==> src/sv/tdpc_pkg.sv <==
package tdpc_pkg;

  // Fixed field widths of the stream words.
  localparam int unsigned NUM_IN_W   = 32;
  localparam int unsigned TALLY_W    = 32;
  localparam logic [TALLY_W-1:0] TALLY_MAX = '1;

  // Quotient bits retired by the remainder unit in each cycle.
  localparam int unsigned DIGIT_BITS = 4;

  // Commands from the controller to the datapath.
  typedef struct packed {
    logic load;       // capture the input word, restart the divisor at two
    logic div_start;  // begin a remainder pass for the current divisor
    logic next_div;   // step to the next divisor and its square
    logic emit;       // write the result into the output register
    logic prime;      // verdict that goes with emit
  } cmd_t;

  // Status from the datapath to the controller.
  typedef struct packed {
    logic below_two;  // number is negative, zero or one
    logic sq_gt;      // divisor squared exceeds the number
    logic div_last;   // remainder pass is in its final cycle
    logic rem_zero;   // finished remainder is zero
    logic out_free;   // output register can take a word this cycle
  } status_t;

endpackage

==> src/sv/trial_division_prime_counter.sv <==
// Channel  Dir  Fields (low bit up)                           Handshake
// s_*      in   tdata: number_value[31:0]; tlast: set_end      s_tvalid/s_tready
// m_*      out  tdata: primes_so_far[31:0]; tuser: prime_flag;  m_tvalid/m_tready
//               tlast: final_count
//
// One word is tested at a time. Each trial divisor costs one pass through the
// shared remainder unit, so the time for a word grows with the divisors tried.
// Reset clears the tally, the controller and the output valid flag.
// A stalled output holds its word; the next input word is taken meanwhile.
module trial_division_prime_counter #(
  parameter int unsigned NUMBER_BITS = 32
) (
  input  logic        clk,
  input  logic        rst,
  input  logic        s_tvalid,
  output logic        s_tready,
  input  logic [31:0] s_tdata,   // number_value[31:0]
  input  logic        s_tlast,   // set_end
  output logic        m_tvalid,
  input  logic        m_tready,
  output logic [31:0] m_tdata,   // primes_so_far[31:0]
  output logic        m_tuser,   // prime_flag
  output logic        m_tlast    // final_count
);

  tdpc_pkg::cmd_t    cmd;
  tdpc_pkg::status_t status;
  logic              idle;

  assign s_tready = idle;

  // Sequencer.
  tdpc_ctrl u_ctrl (
    .clk     (clk),
    .rst     (rst),
    .in_fire (s_tvalid && idle),
    .status  (status),
    .cmd     (cmd),
    .idle    (idle)
  );

  // Divisor walk, remainder unit, tally and output register.
  tdpc_dp #(
    .NUMBER_BITS (NUMBER_BITS)
  ) u_dp (
    .clk       (clk),
    .rst       (rst),
    .cmd       (cmd),
    .status    (status),
    .in_number (s_tdata),
    .in_last   (s_tlast),
    .out_valid (m_tvalid),
    .out_ready (m_tready),
    .out_count (m_tdata),
    .out_prime (m_tuser),
    .out_last  (m_tlast)
  );

endmodule

==> src/sv/tdpc_ctrl.sv <==
module tdpc_ctrl (
  input  logic              clk,
  input  logic              rst,
  input  logic              in_fire,
  input  tdpc_pkg::status_t status,
  output tdpc_pkg::cmd_t    cmd,
  output logic              idle
);

  typedef enum logic [2:0] {
    S_IDLE,
    S_TEST,
    S_DIV,
    S_REM,
    S_FINISH
  } state_t;

  state_t state;
  logic   prime;

  assign idle = (state == S_IDLE);

  // Command decode from the current state and datapath status.
  always_comb begin
    cmd           = '0;
    cmd.prime     = prime;
    cmd.load      = (state == S_IDLE) && in_fire;
    cmd.div_start = (state == S_TEST) && !status.below_two && !status.sq_gt;
    cmd.next_div  = (state == S_REM) && !status.rem_zero;
    cmd.emit      = (state == S_FINISH) && status.out_free;
  end

  // State register and the registered verdict.
  always_ff @(posedge clk) begin
    if (rst) begin
      state <= S_IDLE;
      prime <= 1'b0;
    end else begin
      unique case (state)
        S_IDLE: begin
          if (in_fire) state <= S_TEST;
        end
        S_TEST: begin
          priority if (status.below_two) begin
            prime <= 1'b0;
            state <= S_FINISH;
          end else if (status.sq_gt) begin
            prime <= 1'b1;
            state <= S_FINISH;
          end else begin
            state <= S_DIV;
          end
        end
        S_DIV: begin
          if (status.div_last) state <= S_REM;
        end
        S_REM: begin
          if (status.rem_zero) begin
            prime <= 1'b0;
            state <= S_FINISH;
          end else begin
            state <= S_TEST;
          end
        end
        S_FINISH: begin
          if (status.out_free) state <= S_IDLE;
        end
        default: state <= S_IDLE;
      endcase
    end
  end

endmodule

==> src/sv/tdpc_dp.sv <==
module tdpc_dp #(
  parameter int unsigned NUMBER_BITS = 32
) (
  input  logic                             clk,
  input  logic                             rst,
  input  tdpc_pkg::cmd_t                   cmd,
  output tdpc_pkg::status_t                status,
  input  logic [tdpc_pkg::NUM_IN_W-1:0]    in_number,
  input  logic                             in_last,
  output logic                             out_valid,
  input  logic                             out_ready,
  output logic [tdpc_pkg::TALLY_W-1:0]     out_count,
  output logic                             out_prime,
  output logic                             out_last
);

  // Examined width, divisor width, padded shifter width and pass length.
  localparam int unsigned W     = (NUMBER_BITS > 32) ? 32 : ((NUMBER_BITS < 1) ? 1 : NUMBER_BITS);
  localparam int unsigned DW    = W / 2 + 1;
  localparam int unsigned SW    = 2 * DW;
  localparam int unsigned DB    = tdpc_pkg::DIGIT_BITS;
  localparam int unsigned PW    = ((W + DB - 1) / DB) * DB;
  localparam int unsigned CYC   = PW / DB;
  localparam int unsigned CNT_W = (CYC > 1) ? $clog2(CYC) : 1;

  logic [W-1:0]     num;
  logic             last;
  logic [DW-1:0]    divisor;
  logic [SW-1:0]    square;
  logic [PW-1:0]    shifter;
  logic [DW:0]      rem;
  logic [DW:0]      rem_next;
  logic [CNT_W-1:0] cnt;
  logic             busy;
  logic [tdpc_pkg::TALLY_W-1:0] tally;
  logic [tdpc_pkg::TALLY_W-1:0] tally_next;

  // Status toward the controller.
  assign status.below_two = num[W-1] || (num[W-1:1] == '0);
  assign status.sq_gt     = square > SW'(num);
  assign status.div_last  = busy && (cnt == '0);
  assign status.rem_zero  = (rem == '0);
  assign status.out_free  = !out_valid || out_ready;

  // Restoring remainder, several quotient bits per cycle, most significant first.
  always_comb begin
    logic [DW:0] r;
    r = busy ? rem : '0;
    for (int i = 0; i < DB; i++) begin
      r = {r[DW-1:0], shifter[PW-1-i]};
      if (r >= {1'b0, divisor}) r = r - {1'b0, divisor};
    end
    rem_next = r;
  end

  // Number capture, divisor walk and remainder pass.
  always_ff @(posedge clk) begin
    if (rst) begin
      busy <= 1'b0;
    end else begin
      if (cmd.load) begin
        num     <= in_number[W-1:0];
        last    <= in_last;
        divisor <= DW'(2);
        square  <= SW'(4);
      end
      if (cmd.next_div) begin
        divisor <= divisor + DW'(1);
        square  <= square + SW'({divisor, 1'b0}) + SW'(1);
      end
      if (cmd.div_start) begin
        busy    <= 1'b1;
        cnt     <= CNT_W'(CYC - 1);
        shifter <= PW'(num);
        rem     <= '0;
      end else if (busy) begin
        rem     <= rem_next;
        shifter <= shifter << DB;
        cnt     <= cnt - CNT_W'(1);
        if (cnt == '0) busy <= 1'b0;
      end
    end
  end

  // Saturating tally including the item being emitted.
  assign tally_next = (cmd.prime && (tally != tdpc_pkg::TALLY_MAX)) ?
                      tally + tdpc_pkg::TALLY_W'(1) : tally;

  // Output register and tally update.
  always_ff @(posedge clk) begin
    if (rst) begin
      out_valid <= 1'b0;
      tally     <= '0;
    end else begin
      if (cmd.emit) begin
        out_valid <= 1'b1;
        out_count <= tally_next;
        out_prime <= cmd.prime;
        out_last  <= last;
        tally     <= last ? '0 : tally_next;
      end else if (out_ready) begin
        out_valid <= 1'b0;
      end
    end
  end

endmodule

==> config.mk <==
export PLATFORM = sky130hd
export DESIGN_NAME = trial_division_prime_counter
export DESIGN_NICKNAME = d
export VERILOG_FILES = /design/src/sv/tdpc_pkg.sv /design/src/sv/trial_division_prime_counter.sv /design/src/sv/tdpc_ctrl.sv /design/src/sv/tdpc_dp.sv
export SDC_FILE = /design/constraint.sdc
export NUM_CORES = 1
export LEC_CHECK = 0
export BUFFER_PORTS_ARGS = -buffer_cell sky130_fd_sc_hd__buf_4
export CORE_MARGIN = 4
export CORE_UTILIZATION = 37
export CTS_CLUSTER_SIZE = 14
export DETAILED_ROUTE_END_ITERATION = 16
export PLACE_DENSITY_LB_ADDON = 0.05
export RECOVER_POWER = 25
export SETUP_SLACK_MARGIN = 0.2
export SYNTH_ARGS = -nofsm -noshare
export SYNTH_HDL_FRONTEND = slang
export SYNTH_SLANG_ARGS = --single-unit
==> constraint.sdc <==
create_clock -name clk -period 12.15 [get_ports clk]
set_input_delay 2.43 -clock clk [delete_from_list [all_inputs] [get_ports clk]]
set_output_delay 2.43 -clock clk [all_outputs]
set_load 0.02 [all_outputs]
-- Yosys cells after proc, flatten, opt, wreduce, memory -nomap -nowiden
Index checks and enable logic that the tools add are counted.
- register bits: 209
- bits of input ports: 37
- word-level logic and storage cells: 99
- reduce and logical (&&, ||, !) cells: 28
- equal/unequal tests: 10
- multiplexer cells: 31
- $lt $le $gt $ge: 5
- $add $sub $neg: 9
- bitwise gates (word level): 1
- operator list (operator ; number):
    32-bit 2-to-1 mux ; 4
    17-bit 2-to-1 mux ; 6
    18-bit by 17-bit greater-or-equal comparator with 1-bit output ; 4
    34-bit 2-to-1 mux ; 2
    17-bit subtractor ; 3
    18-bit 2-to-1 mux ; 2
    34-bit by 1-bit adder with 34-bit output (second input constant) ; 1
    34-bit by 18-bit adder with 34-bit output ; 1
    34-bit by 32-bit greater-than comparator with 1-bit output ; 1
    32-bit by 1-bit adder with 32-bit output (second input constant) ; 1
    32-bit inequality test (second input constant) ; 1
    31-bit zero test ; 1
    3-bit 2-to-1 mux ; 7
    18-bit zero test ; 1
    18-bit by 17-bit subtractor with 18-bit output ; 1
    17-bit by 1-bit adder with 17-bit output (second input constant) ; 1
    3-bit one-hot mux with 5 select lines ; 1
    1-bit logical AND ; 8
    1-bit 2-to-1 mux ; 8
    2-bit AND reduction ; 4
    2-bit nonzero test ; 4
    3-bit by 2-bit == test with 1-bit output (second input constant) ; 2
    3-bit zero test ; 2
    2-bit by 1-bit inequality test with 1-bit output (second input constant) ; 3
    other kinds (10) ; 15

-- Logic depth before layout (Yosys ltp)
- depth after elaboration: 10
- gate-level depth with buffers: 52
- mapped depth without buffers: 44

-- Hierarchy
A second synthesis with hierarchy kept.
- cells, all modules: 1510
- area total of the unflattened synthesis: 14639.0 µm²
- modules (own cells, without submodules) (module ; cells each ; area an instance (µm²) ; seq. area each (µm²) ; instances):
    tdpc_dp ; 1475 ; 14367.5 ; 5815.6 ; 1
    tdpc_ctrl ; 34 ; 265.3 ; 80.1 ; 1
    trial_division_prime_counter ; 1 ; 6.3 ; 0.0 ; 1

-- Worst setup path before layout
OpenSTA, ideal clock, no wires.
- path kind: flip-flop to flip-flop
- start: register u_dp.busy
- end: register u_dp.rem[13], data pin
- stages on the path, launching flop included: 46
- data required time: 11882 ps
- data arrival time: 9422 ps
- setup slack: 2460 ps
- buffers on the path: 8
- path through: dfxtp_1 -> buf_4 -> clkbuf_1 -> and2_1 -> fa_1 -> a21oi_1 -> o211ai_2 -> a311oi_4 -> o21ai_2 -> a21oi_2 -> buf_4 -> buf_2 -> mux2_2 -> ha_1 -> a21o_1 -> nor3_1 -> o21ai_1 -> o31ai_1 -> [... 10 more ...] -> a221oi_2 -> a21boi_4 -> buf_4 -> a22oi_1 -> and2_1 -> ha_1 -> nor2b_1 -> o21ai_0 -> a21oi_1 -> o21ai_0 -> a21boi_0 -> o31ai_1 -> a21oi_1 -> o21ai_0 -> a21boi_2 -> buf_6 -> buf_12 -> mux2i_1
- longest elaborated chain between the ends: 10
- elaborated cells between the ends (all ways): 14
- those cells by class: add/sub (4); order compare (4); mux (6)
- RTL lines (what ; line ; text):
    start: declaration ; tdpc_dp.sv:34 ; logic busy;
    start signal: assignment ; tdpc_dp.sv:59 ; busy <= 1'b0;
    start signal: assignment ; tdpc_dp.sv:72 ; busy <= 1'b1;
    start signal: assignment ; tdpc_dp.sv:80 ; if (cnt == '0) busy <= 1'b0;
    17-bit 2-to-1 mux (*) ; tdpc_dp.sv:48 ; r = busy ? rem : '0;
    17-bit subtractor / 18-bit by 17-bit greater-or-equal comparator with 1-bit output (equally long branches) ; tdpc_dp.sv:51 ; if (r >= {1'b0, divisor}) r = r - {1'b0, divisor};
    17-bit 2-to-1 mux (*) ; tdpc_dp.sv:51 ;
    17-bit subtractor / 18-bit by 17-bit greater-or-equal comparator with 1-bit output (equally long branches) ; tdpc_dp.sv:51 ;
    17-bit 2-to-1 mux (*) ; tdpc_dp.sv:51 ;
    17-bit subtractor / 18-bit by 17-bit greater-or-equal comparator with 1-bit output (equally long branches) ; tdpc_dp.sv:51 ;
    17-bit 2-to-1 mux (*) ; tdpc_dp.sv:51 ;
    18-bit by 17-bit subtractor with 18-bit output / 18-bit by 17-bit greater-or-equal comparator with 1-bit output (equally long branches) ; tdpc_dp.sv:51 ;
    18-bit 2-to-1 mux (*) ; tdpc_dp.sv:51 ;
    18-bit 2-to-1 mux (*) ; tdpc_dp.sv:76 ; end else if (busy) begin
    end signal: assignment ; tdpc_dp.sv:77 ; rem <= rem_next;
    end: declaration ; tdpc_dp.sv:31 ; logic [DW:0] rem;
Mark *: on every way between the ends. The rest lies on a longest branch, timed or not. The select of a mux whose other input is x is not followed.
A chain may end at the register's enable or synchronous reset.

-- Worst setup path in the final report
- start: register u_dp.divisor[1]
- end: register u_dp.rem[15], data pin
- longest elaborated chain between the ends: 9
- elaborated cells between the ends (all ways): 13
- those cells by class: add/sub (4); order compare (4); mux (5)
- RTL lines (what ; line ; text):
    start: declaration ; tdpc_dp.sv:28 ; logic [DW-1:0] divisor;
    start signal: assignment ; tdpc_dp.sv:68 ; divisor <= divisor + DW'(1);
    17-bit subtractor / 18-bit by 17-bit greater-or-equal comparator with 1-bit output (equally long branches) ; tdpc_dp.sv:51 ;
    17-bit 2-to-1 mux ; tdpc_dp.sv:51 ;
    17-bit subtractor / 18-bit by 17-bit greater-or-equal comparator with 1-bit output (equally long branches) ; tdpc_dp.sv:51 ;
    17-bit 2-to-1 mux ; tdpc_dp.sv:51 ;
    17-bit subtractor / 18-bit by 17-bit greater-or-equal comparator with 1-bit output (equally long branches) ; tdpc_dp.sv:51 ;
    17-bit 2-to-1 mux ; tdpc_dp.sv:51 ;
    18-bit by 17-bit subtractor with 18-bit output / 18-bit by 17-bit greater-or-equal comparator with 1-bit output (equally long branches) ; tdpc_dp.sv:51 ;
    18-bit 2-to-1 mux (*) ; tdpc_dp.sv:51 ;
    18-bit 2-to-1 mux (*) ; tdpc_dp.sv:76 ;
Marked as above.

==> qor.csv <==
stage;metric;value;unit
power;leakage;7.05;nW
timing;setup-violations-final;0;
yosys;synth_compound_area_share;16.8;%
setup_path;crit_required;12.52;ns
floorplanning;ios;73;
clock_network;cts_inserted_buffers;25;
power;p_seq_share;41.1;%
timing;finalCritPeriodShare;91.0;%
setup_path;cp-start-kind;flip-flop;
timing;drv_slew;78;
finish;fin_nets;1801;
flow_run;drv_cap;2;
placement;dpl-instance-area;0.0161;mm²
power;power.density;118;mW/mm²
yosys;synth.avg_cell_area;9.51;µm²
floorplanning;die_h;209;µm
placement;place_hpwl;31600;µm
global_route;gr-total-overflow;0;
placement;dp.cells;2137;
clock_network;clk_latency;0.52;ns
timing;worstMarginPinSlew;2.31;ns
floorplanning;design.core.area;0.0398;mm²
yosys;synthMuxAreaShare;3.30;%
timing;clock_skew;0.0116;ns
setup_path;critPathMaxStageDelay;0.57;ns
yosys;post_synth_inst_count;1568;
global_route;antenna_found_initial;0;
floorplanning;dieWidth;209;µm
yosys;synth-edff-count;171;
global_route;grt_use_total;18.7;%
setup_path;arrival;11.42;ns
min_path;hold_class;reg2reg;
power;p_comb_share;21.7;%
power;power_switching;566;µW
route;viasPerCell;5.46;
power;p_total;1.99;mW
global_route;grt_pass1_vias;11800;
clock_network;cts.hold.buffers_added;0;
setup_path;crit_path_end_kind;flip-flop;
route;first_pass_iters;6;
yosys;synth-simple-area-share;19.3;%
timing;relSlewSlack;-54.3;%
finish;area_growth;13.3;%
global_route;grt_max_degree;98;
placement;portBuffers;72;
route;routed_wl;41400;µm
setup_path;cp_num_buf_inv;4;
clock_network;post_cts_buffers;0;
route;drc_errors;0;
yosys;yosysWarnings;0;
yosys;mappedNetlistNets;1730;
yosys;yosysSeqAreaShare;39.5;%
timing;finalHoldViolCount;0;
power;power.internal;1.42;mW
route;avgRoutedWirePerCell;19.0;µm
yosys;synth_top_family_by_area;simple AND/OR/NAND/NOR gates;
finish;antennaDiodeCount;0;
floorplanning;num_rows;73;
power;pwr-share-clk;37.1;%
route;drt_iter0_drc;583;
clock_network;cts_tree;built;
route;via_count;11900;
timing;finalCriticalPeriod;11.05;ns
yosys;syn_area;0.0149;mm²
setup_path;critPathTopFamily;compound AO/OA/AOI/OAI gates;
timing;max_freq;0.0905;GHz
global_route;grt_pass1_wl;66200;µm
clock_network;clk_path_buf_depth;3;
floorplanning;start_util;37.4;%
setup_path;cpMaxStageDelayCell;edfxtp_1;
timing;finalSetupTns;0;ns
run_status;status;finished, violations left;
yosys;ys_ff_latch;209;
timing;rsz0062_at_grt;false;
power;ir_drop;0.000100;V
yosys;synth-xor-area-share;6.23;%
finish;design_area;0.0169;mm²
power;swShare;28.5;%
run_status;failed_checks;capacitance limit, slew limit;
floorplanning;die_area;0.0436;mm²
clock_network;clock-root-buffer;clkbuf_16;
clock_network;cts_max_level;1;
route;detail-route-antenna-nets;0;
setup_path;critical_path_class;reg2reg;
finish;drive_gt1_share;11.2;%
setup_path;cp_max_fo;17;
finish;stdcell_count;2181;
placement;routabilityCongestion;0.879;
yosys;synth_ff_type;edfxtp_1;
yosys;synth-adder-area-share;10.8;%
clock_network;clk_pin_slew;0.06;ns
yosys;synth_cell_types;88;
clock_network;numClockSinks;209;
yosys;ys_async_sr_fraction;0;%
finish;fillers;3978;
## cell usage in the layout (no fill, tap or decap), drive strengths merged, types with 5 or more instances in the layout
| cell type | netlist | routed |
|---|---|---|
| edfxtp | 171 | 171 |
| nor2 | 128 | 128 |
| nand2 | 122 | 122 |
| ha | 120 | 120 |
| o21ai | 102 | 102 |
| a21oi | 99 | 99 |
| inv | 96 | 97 |
| xnor2 | 68 | 68 |
| clkbuf | 34 | 67 |
| buf | 14 | 56 |
| nand3 | 50 | 50 |
| xor2 | 38 | 38 |
| dfxtp | 38 | 38 |
| nand4 | 35 | 35 |
| nor2b | 34 | 34 |
| nor3 | 33 | 33 |
| and3 | 32 | 32 |
| a21o | 29 | 29 |
| mux2i | 27 | 27 |
| nand3b | 25 | 25 |
| and2 | 25 | 25 |
| nor4 | 19 | 19 |
| mux2 | 19 | 19 |
| o211ai | 18 | 18 |
| o21a | 17 | 17 |
| nand2b | 16 | 16 |
| or3 | 15 | 15 |
| a22oi | 15 | 15 |
| or2 | 14 | 14 |
| a211oi | 12 | 12 |
| o311ai | 12 | 12 |
| clkinv | 0 | 10 |
| a21boi | 9 | 9 |
| a31oi | 8 | 8 |
| o21bai | 8 | 8 |
| o31ai | 8 | 8 |
| and4 | 7 | 7 |
| a2111oi | 5 | 5 |
| fa | 5 | 5 |
## through the flow
step	setup slack, ns	utilization (%)	hold WS (ns)
after floorplan	2.46	-	0.440
after global placement	1.29	40.4	0.493
after detailed placement	1.06	40.4	0.510
after CTS	0.983	42.4	0.522
after global routing	0.211	42.4	0.543
final	1.10	42.4	0.523
## cell usage after synthesis (all sizes together) (7+ instances only)
cell      n  area share (%)
a211oi   12            0.60
a21boi    9            0.58
a21o     29             1.5
a21oi    99             3.3
a22oi    15            0.76
a31oi     8            0.34
and2     25             1.1
and3     32             1.4
and4      7            0.43
buf      14            0.76
clkbuf   34            0.86
dfxtp    38             5.1
edfxtp  171              34
ha      120              10
inv      96             2.4
mux2     19             1.5
mux2i    27             1.8
nand2   122             3.1
nand2b   16            0.67
nand3    50             1.7
nand3b   25             1.3
nand4    35             1.5
nor2    128             3.2
nor2b    34             1.4
nor3     33             1.1
nor4     19            0.88
o211ai   18            0.94
o21a     17            0.86
o21ai   102             3.5
o21bai    8            0.40
o311ai   12             1.0
o31ai     8            0.44
or2      14            0.59
or3      15            0.63
xnor2    68             4.0
xor2     38             2.2
## power by group through the flow
stage          logic [mW]  registers [mW]  clock network [mW]
3_5_place_dp        0.431           0.832                   0
5_1_grt             0.486           0.819               0.794
6_report            0.431           0.817               0.738
2_1_floorplan       0.331           0.827                   0
4_1_cts             0.433           0.817               0.761
3_3_place_gp        0.430           0.833                   0
## per-layer routing
| metal | part of all wire, % | global-route usage, % |
|---|---|---|
| met2 | 46 | 30.3 |
| met4 | 1.9 | 3.62 |
| met1 | 49 | 27.1 |
| met5 | 0 | 0 |
| met3 | 3.7 | 2.27 |
## area by class of cell
type / instances / area [µm²] / area share, %
repair buffers: 92 / 679 / 4.02
flip-flops and latches: 209 / 5900 / 34.9
clock inverters: 13 / 87.6 / 0.519
clock buffers: 31 / 731 / 4.33
well taps: 525 / 657 / 3.89
inverters: 96 / 360 / 2.13
multi-input cells: 1215 / 8480 / 50.2
## logic make-up (layout without fill, tap and decap cells)
kind of cell,after synthesis,after routing
mux,46,46
buf+inv,144,232
flops,209,209
simple gates,562,562
xor+xnor,106,106
compound gates,375,375
fa+ha+maj,126,126
## final timing paths
check / from / to / slack, ns / cells past startpoint
max reg2reg: u_dp.divisor[1] / u_dp.rem[15] / 1.10 / 41
max: u_dp.divisor[1] / u_dp.rem[15] / 1.10 / 41
min reg2reg: u_ctrl.state[2] / u_ctrl.state[0] / 0.52 / 1
min: u_ctrl.state[2] / u_ctrl.state[0] / 0.52 / 1
## state kept, by name, indices dropped and copies added (netlist names), 3 cells and up
register / count
u_dp.num: 32
u_dp.square: 34
u_dp.tally: 32
u_dp.out_count: 32
u_ctrl.state: 3
u_dp.shifter: 32
u_dp.divisor: 17
u_dp.rem: 18
u_dp.cnt: 3
## what timing repair did
action                                  4_1_cts  5_1_grt
endpoints found under the hold margin         0        0
gates resized for setup                       0        2
endpoints found under the setup margin        0       18
No activity file was read; power rests on OpenSTA's default activity.
